[src/rtl/core/cvr_pkg.sv]
// ----------------------------------------------------------------------------
// cvr_pkg
// Types and codes shared by the circular value ring controller and datapath.
// ----------------------------------------------------------------------------
`default_nettype none

package cvr_pkg;

  localparam logic [1:0] CMD_INSERT = 2'd0;
  localparam logic [1:0] CMD_UPDATE = 2'd1;
  localparam logic [1:0] CMD_ROTATE = 2'd2;
  localparam logic [1:0] CMD_FIND   = 2'd3;

  localparam logic [1:0] ST_DONE  = 2'd0;
  localparam logic [1:0] ST_EMPTY = 2'd1;
  localparam logic [1:0] ST_FULL  = 2'd2;

  localparam logic [2:0] K_EMPTY = 3'd0;
  localparam logic [2:0] K_FULL  = 3'd1;
  localparam logic [2:0] K_HIT   = 3'd2;
  localparam logic [2:0] K_MISS  = 3'd3;
  localparam logic [2:0] K_NEW   = 3'd4;
  localparam logic [2:0] K_UPD   = 3'd5;
  localparam logic [2:0] K_ROT   = 3'd6;

  typedef struct packed {
    logic [1:0]         cmd;
    logic signed [31:0] value;
  } in_t;

  typedef struct packed {
    logic [1:0]         status;
    logic               found;
    logic [3:0]         slot;
    logic signed [31:0] slot_value;
  } out_t;

  typedef struct packed {
    logic       load;
    logic       cnt_clr;
    logic       cnt_inc;
    logic       rd_link;
    logic       wr_new;
    logic       wr_fix;
    logic       wr_upd;
    logic       commit_hit;
    logic       commit_ins;
    logic       commit_rot;
    logic       emit;
    logic [2:0] kind;
  } ctl_t;

  typedef struct packed {
    logic empty;
    logic full;
    logic match;
    logic last;
  } sts_t;

endpackage

`default_nettype wire

[src/rtl/core/cvr_datapath.sv]
// ----------------------------------------------------------------------------
// cvr_datapath
// Slot memories, cursor and tail registers, search counter and result register.
// ----------------------------------------------------------------------------
`default_nettype none

module cvr_datapath #(
  parameter int CAPACITY = 16
) (
  input  wire logic          clk,
  input  wire logic          rst_n,
  input  wire cvr_pkg::in_t  in_data,
  input  wire cvr_pkg::ctl_t ctl,
  output cvr_pkg::sts_t      sts,
  output logic               out_valid,
  output cvr_pkg::out_t      out_data
);
  import cvr_pkg::*;

  localparam int SW = (CAPACITY > 1) ? $clog2(CAPACITY) : 1;
  localparam int CW = $clog2(CAPACITY + 1);

  logic signed [31:0] val_mem  [CAPACITY];
  logic [SW-1:0]      next_mem [CAPACITY];
  logic [SW-1:0]      prev_mem [CAPACITY];

  logic [SW-1:0]      cursor_r, tail_r;
  logic [CW-1:0]      used_r, cnt_r;
  logic signed [31:0] value_r;
  logic signed [31:0] rd_val_r;
  logic [SW-1:0]      rd_next_r, rd_prev_r, rd_slot_r;
  logic               out_valid_r;
  out_t               out_data_r, out_nxt;

  logic [SW-1:0]      rd_addr;
  logic [SW-1:0]      new_slot;
  logic [CW-1:0]      cnt_plus;

  function automatic logic [3:0] slot_code(input logic [SW-1:0] s);
    logic [31:0] ext;
    ext = 32'(s);
    return ext[3:0];
  endfunction

  assign rd_addr  = ctl.rd_link ? rd_next_r : cursor_r;
  assign new_slot = used_r[SW-1:0];
  assign cnt_plus = cnt_r + CW'(1);

  assign sts.empty = (used_r == '0);
  assign sts.full  = (used_r == CW'(CAPACITY));
  assign sts.match = (rd_val_r == value_r);
  assign sts.last  = (cnt_plus == used_r);

  always_ff @(posedge clk) begin
    if (ctl.wr_new) begin
      val_mem[new_slot] <= value_r;
    end else if (ctl.wr_upd) begin
      val_mem[cursor_r] <= value_r;
    end
    rd_val_r <= val_mem[rd_addr];
  end

  always_ff @(posedge clk) begin
    if (ctl.wr_new) begin
      next_mem[new_slot] <= cursor_r;
    end else if (ctl.wr_fix) begin
      next_mem[tail_r] <= new_slot;
    end
    rd_next_r <= next_mem[rd_addr];
  end

  always_ff @(posedge clk) begin
    if (ctl.wr_new) begin
      prev_mem[new_slot] <= tail_r;
    end else if (ctl.wr_fix) begin
      prev_mem[cursor_r] <= new_slot;
    end
    rd_prev_r <= prev_mem[rd_addr];
  end

  always_ff @(posedge clk) begin
    rd_slot_r <= rd_addr;
    if (ctl.load) begin
      value_r <= in_data.value;
    end
    if (ctl.cnt_clr) begin
      cnt_r <= '0;
    end else if (ctl.cnt_inc) begin
      cnt_r <= cnt_plus;
    end
    out_data_r <= out_nxt;
  end

  always_ff @(posedge clk) begin
    if (!rst_n) begin
      cursor_r    <= '0;
      tail_r      <= '0;
      used_r      <= '0;
      out_valid_r <= 1'b0;
    end else begin
      out_valid_r <= ctl.emit;
      if (ctl.commit_hit) begin
        cursor_r <= rd_slot_r;
        tail_r   <= rd_prev_r;
      end else if (ctl.commit_rot) begin
        cursor_r <= rd_next_r;
        tail_r   <= cursor_r;
      end else if (ctl.commit_ins) begin
        tail_r <= new_slot;
        used_r <= used_r + CW'(1);
      end
    end
  end

  always_comb begin
    out_nxt = '0;
    case (ctl.kind)
      K_EMPTY: out_nxt.status = ST_EMPTY;
      K_FULL:  out_nxt.status = ST_FULL;
      K_HIT: begin
        out_nxt.found      = 1'b1;
        out_nxt.slot       = slot_code(rd_slot_r);
        out_nxt.slot_value = rd_val_r;
      end
      K_MISS:  out_nxt.status = ST_DONE;
      K_NEW: begin
        out_nxt.slot       = slot_code(new_slot);
        out_nxt.slot_value = value_r;
      end
      K_UPD: begin
        out_nxt.slot       = slot_code(cursor_r);
        out_nxt.slot_value = value_r;
      end
      K_ROT: begin
        out_nxt.slot       = slot_code(rd_slot_r);
        out_nxt.slot_value = rd_val_r;
      end
      default: out_nxt = '0;
    endcase
  end

  assign out_valid = out_valid_r;
  assign out_data  = out_data_r;

endmodule

`default_nettype wire

[src/rtl/core/cvr_ctrl.sv]
// ----------------------------------------------------------------------------
// cvr_ctrl
// Command sequencer: search walk, link insert (new-slot write, then link fix), update and rotate.
// ----------------------------------------------------------------------------
`default_nettype none

module cvr_ctrl (
  input  wire logic          clk,
  input  wire logic          rst_n,
  input  wire logic          start,
  input  wire logic [1:0]    in_cmd,
  input  wire cvr_pkg::sts_t sts,
  output cvr_pkg::ctl_t      ctl,
  output logic               busy
);
  import cvr_pkg::*;

  localparam logic [2:0] S_IDLE   = 3'd0;
  localparam logic [2:0] S_SEARCH = 3'd1;
  localparam logic [2:0] S_WNEW   = 3'd2;
  localparam logic [2:0] S_WFIX   = 3'd3;
  localparam logic [2:0] S_UPD    = 3'd4;
  localparam logic [2:0] S_ROT    = 3'd5;
  localparam logic [2:0] S_ROT2   = 3'd6;

  logic [2:0] state_r, state_nxt;
  logic       is_ins_r, is_ins_nxt;

  assign busy = (state_r != S_IDLE);

  always_ff @(posedge clk) begin
    if (!rst_n) begin
      state_r  <= S_IDLE;
      is_ins_r <= 1'b0;
    end else begin
      state_r  <= state_nxt;
      is_ins_r <= is_ins_nxt;
    end
  end

  always_comb begin
    state_nxt  = state_r;
    is_ins_nxt = is_ins_r;
    ctl        = '0;
    case (state_r)
      S_IDLE: begin
        if (start) begin
          ctl.load    = 1'b1;
          ctl.cnt_clr = 1'b1;
          is_ins_nxt  = (in_cmd == CMD_INSERT);
          if (in_cmd == CMD_INSERT) begin
            state_nxt = sts.empty ? S_WNEW : S_SEARCH;
          end else if (sts.empty) begin
            ctl.emit = 1'b1;
            ctl.kind = K_EMPTY;
          end else begin
            case (in_cmd)
              CMD_UPDATE: state_nxt = S_UPD;
              CMD_ROTATE: state_nxt = S_ROT;
              CMD_FIND:   state_nxt = S_SEARCH;
              default:    state_nxt = S_IDLE;
            endcase
          end
        end
      end
      S_SEARCH: begin
        if (sts.match) begin
          ctl.emit       = 1'b1;
          ctl.kind       = K_HIT;
          ctl.commit_hit = is_ins_r;
          state_nxt      = S_IDLE;
        end else if (sts.last) begin
          if (!is_ins_r) begin
            ctl.emit  = 1'b1;
            ctl.kind  = K_MISS;
            state_nxt = S_IDLE;
          end else if (sts.full) begin
            ctl.emit  = 1'b1;
            ctl.kind  = K_FULL;
            state_nxt = S_IDLE;
          end else begin
            state_nxt = S_WNEW;
          end
        end else begin
          ctl.cnt_inc = 1'b1;
          ctl.rd_link = 1'b1;
        end
      end
      S_WNEW: begin
        ctl.wr_new = 1'b1;
        state_nxt  = S_WFIX;
      end
      S_WFIX: begin
        ctl.wr_fix     = 1'b1;
        ctl.commit_ins = 1'b1;
        ctl.emit       = 1'b1;
        ctl.kind       = K_NEW;
        state_nxt      = S_IDLE;
      end
      S_UPD: begin
        ctl.wr_upd = 1'b1;
        ctl.emit   = 1'b1;
        ctl.kind   = K_UPD;
        state_nxt  = S_IDLE;
      end
      S_ROT: begin
        ctl.rd_link    = 1'b1;
        ctl.commit_rot = 1'b1;
        state_nxt      = S_ROT2;
      end
      S_ROT2: begin
        ctl.emit  = 1'b1;
        ctl.kind  = K_ROT;
        state_nxt = S_IDLE;
      end
      default: state_nxt = S_IDLE;
    endcase
  end

endmodule

`default_nettype wire

[src/rtl/core/circular_value_ring_with_cursor_unit.sv]
// ----------------------------------------------------------------------------
// circular_value_ring_with_cursor_unit
// Ring of signed 32-bit values with a cursor: insert, update, rotate, find.
// ----------------------------------------------------------------------------
// Usage:
//   Drive in_data and raise start; the item is taken at an edge where busy
//   is low. Exactly one result per item appears on out_data for one cycle
//   with out_valid high; the receiver must take it then.
//   Items are taken one at a time, with busy high until the result is
//   shown:
//     - update, rotate or find on an empty ring: result after the accept
//     - update: a slot write state; rotate: a link read state, then a result state
//     - insert or find: the search walk, one slot per cycle through the
//       link memory read port, until a match or the last used slot
//     - insert miss: the search, then the new-slot write and link fix states
//   A new item may be started in the cycle the result is shown.
//   Reset clears the cursor, tail, slot count and controller; the slot
//   memories are not cleared, only slots already handed out are read.
// ----------------------------------------------------------------------------
`default_nettype none

module circular_value_ring_with_cursor_unit #(
  parameter int CAPACITY = 16
) (
  input  wire logic         clk,
  input  wire logic         rst_n,
  input  wire logic         start,
  output logic              busy,
  input  wire cvr_pkg::in_t in_data,
  output logic              out_valid,
  output cvr_pkg::out_t     out_data
);
  import cvr_pkg::*;

  ctl_t ctl;
  sts_t sts;

  cvr_ctrl u_ctrl (
    .clk    (clk),
    .rst_n  (rst_n),
    .start  (start),
    .in_cmd (in_data.cmd),
    .sts    (sts),
    .ctl    (ctl),
    .busy   (busy)
  );

  cvr_datapath #(
    .CAPACITY (CAPACITY)
  ) u_datapath (
    .clk       (clk),
    .rst_n     (rst_n),
    .in_data   (in_data),
    .ctl       (ctl),
    .sts       (sts),
    .out_valid (out_valid),
    .out_data  (out_data)
  );

endmodule

`default_nettype wire

[config.mk]
export PLATFORM = sky130hd
export DESIGN_NAME = circular_value_ring_with_cursor_unit
export DESIGN_NICKNAME = d
export VERILOG_FILES = /design/src/rtl/core/cvr_pkg.sv /design/src/rtl/core/cvr_datapath.sv /design/src/rtl/core/cvr_ctrl.sv /design/src/rtl/core/circular_value_ring_with_cursor_unit.sv
export SDC_FILE = /design/constraint.sdc
export NUM_CORES = 1
export LEC_CHECK = 0
export BUFFER_PORTS_ARGS = -buffer_cell sky130_fd_sc_hd__buf_2
export CORE_MARGIN = 5
export CORE_UTILIZATION = 42
export DETAILED_ROUTE_END_ITERATION = 7
export MAX_ROUTING_LAYER = met4
export PLACE_DENSITY_LB_ADDON = 0.3
export SLEW_MARGIN = 20
export SYNTH_ARGS = -nofsm -noshare
export SYNTH_HDL_FRONTEND = slang
export SYNTH_SLANG_ARGS = --single-unit
[constraint.sdc]
create_clock -name clk -period 9 [get_ports clk]
set_input_delay 1.35 -clock clk [delete_from_list [all_inputs] [get_ports clk]]
set_output_delay 1.35 -clock clk [all_outputs]
set_load 0.01 [all_outputs]
# After elaboration in Yosys (flattened, before gate mapping)
# Memory sizes are Yosys's and may differ from the RTL's. A register that Yosys moved wholly into a read port is not among the register bits.
# Cells that the tools add are included.
totals:
  ff_bits: 98
  mem_bits_rw: 640
  inputBits: 37
  output_inout_bits: 41
  word_cells: 110
  mem_count: 3
mem_list:
  columns: ["memory", "depth", "width", "read_ports", "rd_clocked_by_memory_dff", "write_ports", "line_no", "source"]
  rows:
  - ["u_datapath.val_mem", 16, 32, 1, 1, 1, "cvr_datapath.sv:23", "logic signed [31:0] val_mem [CAPACITY];"]
  - ["u_datapath.next_mem", 16, 4, 1, 1, 1, "cvr_datapath.sv:24", "logic [SW-1:0] next_mem [CAPACITY];"]
  - ["u_datapath.prev_mem", 16, 4, 1, 1, 1, "cvr_datapath.sv:25", "logic [SW-1:0] prev_mem [CAPACITY];"]
op_classes:
  add_sub_neg: 2
  n_eq_ne: 20
  muxes: 56
  n_bitwise: 2
  reduce_logical: 14
ops:
  columns: ["operator", "count"]
  rows:
  - ["$pmux W36 S3", 1]
  - ["$mux W4", 18]
  - ["$eq A32 B32 Y1", 1]
  - ["$mux W32", 1]
  - ["$reduce_or A32 Y1", 1]
  - ["$pmux W4 S5", 1]
  - ["$mux W1", 19]
  - ["$eq A3 B3 Y1 const B", 6]
  - ["$mux W3", 5]
  - ["$mux W2", 7]
  - ["$pmux W3 S4", 1]
  - ["$add A5 B1 Y5 const B", 2]
  - ["$eq A3 B2 Y1 const B", 3]
  - ["$pmux W3 S3", 1]
  - ["$reduce_or A4 Y1", 2]
  - ["$eq A3 B1 Y1 const B", 2]
  - ["$logic_not A3 Y1", 2]
  - ["$ne A3 B3 Y1 const B", 2]
  - ["$reduce_and A3 Y1", 2]
  - ["$reduce_bool A3 Y1", 2]
  - ["$eq A5 B5 Y1", 1]
  - ["$eq A5 B5 Y1 const B", 1]
  - ["$logic_not A5 Y1", 1]
  - ["$eq A2 B2 Y1 const B", 2]
  - ["other kinds (9)", 10]

# Logic depth before layout (Yosys ltp)
logic_depth:
  ltp_word: 9
  mapped_depth: 12
  depth_no_buf: 9

# By module
# Synthesis repeated with hierarchy kept, for this count alone.
hier_totals:
  cells_unflattened: 1783
  hier_area_um2: 29797.3
modules_own_cells:
  columns: ["mod", "instances", "cells_per_inst", "area_each_um2", "seq_area_each_um2"]
  rows:
  - ["cvr_datapath", 1, 1720, 29310.6, 22221.3]
  - ["cvr_ctrl", 1, 63, 486.7, 80.1]

# Worst setup path before layout
# OpenSTA, ideal clock, no wires.
synth_timing:
  kind: "flip-flop to flip-flop"
  startpoint: "register u_ctrl.state_r[2]"
  endpoint: "memory u_datapath.val_mem[14][0], enable pin"
  setup_time_ns: 0.421
  t_arrival_ns: 2.754
  t_required_ns: 8.579
  setup_slack_ns: 5.825
  path_stages_with_launch: 7
  path_buffers: 2
  synth_period_minus_slack_ns: 3.175
  path_cell_list: "dfxtp_1 -> buf_2 -> nand2b_1 -> nor2_1 -> clkbuf_1 -> a31oi_1 -> nor2_1"
synth_via:
  elab_chain_cells: 7
  word_cells_on_any_way: 12
  cone_classes: "eq/ne: 2; mux: 9; reduce/logical: 1"
synth_rtl:
  columns: ["item", "line_no", "source"]
  rows:
  - ["start: declaration", "cvr_ctrl.sv:26", "logic [2:0] state_r, state_nxt;"]
  - ["start signal: assignment", "cvr_ctrl.sv:36", "state_r <= state_nxt;"]
  - ["$eq A3 B3 Y1", "cvr_ctrl.sv:45", "case (state_r)"]
  - ["$mux W1", "cvr_ctrl.sv:45", null]
  - ["$mux W1", "cvr_datapath.sv:57", "end else if (ctl.wr_upd) begin"]
  - ["$mux W1", "cvr_datapath.sv:55", "if (ctl.wr_new) begin"]
  - ["$mux W1 (not written as such)", "cvr_datapath.sv:58", "val_mem[cursor_r] <= value_r;"]
  - ["$reduce_or A32 Y1 (no source line)", null, null]
  - ["$mux W4 (no source line) or $mux W1 (tied branches)", null, null]
  - ["end: declaration", "cvr_datapath.sv:23", null]
# Several ways; a longest one is shown, not always the timed one.

# Worst setup path in the final report
layout_timing:
  startpoint: "register u_datapath.value_r[27]"
  endpoint: "register u_datapath.rd_val_r[16] (read register of u_datapath.val_mem)"
layout_via:
  elab_chain_cells: 4
layout_rtl:
  columns: ["item", "line_no", "source"]
  rows:
  - ["start: declaration", "cvr_datapath.sv:29", "logic signed [31:0] value_r;"]
  - ["start signal: assignment", "cvr_datapath.sv:84", "value_r <= in_data.value;"]
  - ["$eq A32 B32 Y1", "cvr_datapath.sv:51", "assign sts.match = (rd_val_r == value_r);"]
  - ["$mux W2", "cvr_ctrl.sv:67", "if (sts.match) begin"]
  - ["$pmux W1 S2", "cvr_ctrl.sv:45", null]
  - ["$mux W4", "cvr_datapath.sv:45", "assign rd_addr = ctl.rd_link ? rd_next_r : cursor_r;"]
  - ["end: declaration", "cvr_datapath.sv:30", "logic signed [31:0] rd_val_r;"]
# Every way passes these cells.
# A chain may end at the register's enable or synchronous reset.

==> impl_metrics.toml <==
[run_status]
status = "completed"

[power]
ir_worst_vdd_mv = 0.168
power_density_mw_per_mm2 = 235
power_leakage_nw = 10.8

[clocking]
tritoncts_buffers = 79
cts_max_level = 3
cts-root-buf = "clkbuf_16"
tritoncts = "yes"
post_cts_hold_buffer_count = 0
clk_pin_slew_worst_setup_hold_paths_ns = 0.06
cts_buffer_depth = 3
cts.repair_timing.setup_buffer_count = 0
clock_sink_count = 778
clock_latency_ns = 0.64
postCtsResizedCells = 0

[logic_synthesis]
synth_commonest_cells = "672 x edfxtp_1, 325 x mux2i_1, 160 x o22ai_1"
yosysSeqAreaShare_pct = 74.9
yosys_most_used_dff = "edfxtp_1"
syn_area_mm2 = 0.0298
postSynthRegisterBits = 778
postSynth.asyncResetShare_pct = 0
synth_area_leader_cell = "edfxtp_1"
yosysMostFrequentCell = "edfxtp_1"
syn_inst_count = 1791
synth_largest_type_area_fraction_pct = 67.7
yosys_cell_types = 57
ys.warnings.count = 0
syn-mean-instance-area_um2 = 16.6
yosys-top-cells-area = "edfxtp_1 68%, mux2i_1 11%, dfxtp_1 7.1%, o22ai_1 3.4%, xor2_1 1.1%"
syn-num-nets = 1834
synth_enable_flop_cells = 672

[grt]
gr-usage-all-layers_pct = 18.8
grt_pass1_vias = 16064
grt_overflow = 0
grt_first_pass_wirelength_um = 106000
grt_antenna_before_repair = 0
grt_start_max_net_pins = 149

[sta]
max_slew.worst_pin.slew_ns = 1.11
tns_ns = 0
rsz0062_at_grt = "false"
setup_viol_count_final = 0
report.final.slew_viol_count = 0
final.setup.worst_slack_ns = 3.59
timing.max_slew.rel_slack_pct = 25.8
count_of_final_hold_check_violations = 0
final_worst_path_cycle_share_pct = 60.1
hold_ws_ns = 0.445
post-route-min-period_ns = 5.41
fin_skew_ns = 0.0435
max_clock_freq_mhz = 185

[critical_path]
setup.worst_path.class = "flip-flop to flip-flop"
critical_path_arrival_ns = 5.91
endpoint_type_of_the_worst_setup_path = "flip-flop"
cp-start-kind = "flip-flop"
critical_path_required_ns = 9.51
ff2ff_path_depth = 10
cp_max_fo = 148

[floorplanning]
io-pin-count = 78
die_area_mm2 = 0.0764
floorplan.initialDensity_pct = 42.5
fp.coreArea_mm2 = 0.0701
die_height_um = 276
die_w_um = 276
row_count = 97

[layout]
fillerInstances = 5913
diodes = 0
register_area_mm2 = 0.0223
post_route_cells_drive_above_1_share_pct = 14.4
area_of_all_placed_cells_without_fillers_mm2 = 0.0341
num-nets-final = 1923
area_of_the_multi_input_gates_mm2 = 0.00712
areaGrowthSynthToFinish_pct = 14.4
layout.core_utilization_pct = 48.6

[route]
avgRoutedWirePerCell_um = 24.9
antenna_violating_nets_post_route = 0
drt_first_pass_iters = 8
postRouteWirelength_um = 71800
drc_errors = 0
routed-via-count = 16115
via_per_inst = 5.58
drt-initial-drc-count = 1746

[placement]
post-place-ws_ns = 3.70
count_of_input_and_output_buffers = 77
postPlaceCellArea_mm2 = 0.0313
globalplace.congestion = 0.890
post-dp-hpwl_um = 38700

[run]
max-cap-violations = 0

[min_path]
min_delay_path_depth = 2
timing.hold.worst.class = "flip-flop to flip-flop"
per-layer routing:
| metal | track usage (%) | vias up | share of wire [%] |
|---|---|---|---|
| met3 | 3.47 | 109 | 6.5 |
| met5 | - | - | 0 |
| met1 | 25.8 | 8225 | 44 |
| li1 | - | 7225 | - |
| met4 | 4.94 | 0 | 2.2 |
| met2 | 29.3 | 556 | 47 |
stage by stage:
stage               total power [mW]  std cells
global route                    8.28       2887
finish                          8.01       2887
detailed placement              4.63       2739
global placement                4.62       2739
CTS                             8.06       2887
floorplan                       4.45       1791
cells in the final DEF (no fill, tap or decap), drive strengths merged, types with 13 or more instances in the layout:
cell and n:
clkbuf 96, bufinv 13, buf 111, or4 40
o22ai 160, nor2 73, nand2 59, xor2 36
dfxtp 106, a21oi 25, edfxtp 672, clkinv 32
a22o 32, o21ai 15, nand3 25, mux2i 325
where the power goes:
part	internal [mW]	switching [mW]	leakage, nW	total (mW)
Clock	2.06	1.39	1.36	3.45
Combinational	0.152	0.246	2.45	0.398
Sequential	4.04	0.124	6.97	4.16
state kept, by name, indices dropped and copies added, names as in the netlist:
signal / flops
u_datapath.cnt_r: 5
u_datapath.rd_prev_r: 4
u_datapath.prev_mem: 64
u_datapath.used_r: 5
u_datapath.value_r: 32
u_datapath.rd_slot_r: 4
u_datapath.next_mem: 64
u_datapath.out_valid: 1
u_datapath.val_mem: 512
u_datapath.out_data: 39
u_ctrl.is_ins_r: 1
u_datapath.cursor_r: 4
u_ctrl.state_r: 3
u_datapath.rd_val_r: 32
u_datapath.rd_next_r: 4
u_datapath.tail_r: 4
kinds of logic (layout without fill, tap and decap cells):
family | Yosys count | count (layout) | synth area share [%]
buffers and inverters | 112 | 268 | 2.07
AO/OA/AOI/OAI | 263 | 263 | 5.85
adder cells (fa/ha/maj) | 6 | 6 | 0.252
AND/OR/NAND/NOR | 254 | 254 | 4.45
XOR/XNOR | 48 | 48 | 1.41
flip-flops | 778 | 778 | 74.9
multiplexers | 330 | 330 | 11.1
final timing paths:
path / start / end / slack, ns
worst max-delay path: u_datapath.value_r[27] / u_datapath.rd_val_r[16] / 3.59
worst min-delay path: u_datapath.rd_prev_r[2] / u_datapath.tail_r[2] / 0.45
worst max register to register: u_datapath.value_r[27] / u_datapath.rd_val_r[16] / 3.59
worst min register to register: u_datapath.rd_prev_r[2] / u_datapath.tail_r[2] / 0.45
worst max-delay path: stages (launching register included):
cell and delay [ns]:
edfxtp_1 0.75, xor2_1 0.25, nor4_1 0.56, nand4_1 0.42, o211a_4 0.40, o211ai_1 0.25, buf_4 0.70, buf_12 0.79
mux2i_1 0.27, o22ai_1 0.12, or4_1 0.55
cell type report:
cell class / count / area share [%]
flip-flops and latches: 778 / 65.4
multi-input cells: 901 / 20.9
clock buffers: 96 / 6.16
well taps: 940 / 3.45
clock inverters: 52 / 2.03
repair buffers: 111 / 1.95
inverters: 9 / 0.0991
Power figures use the tool's default switching activity.
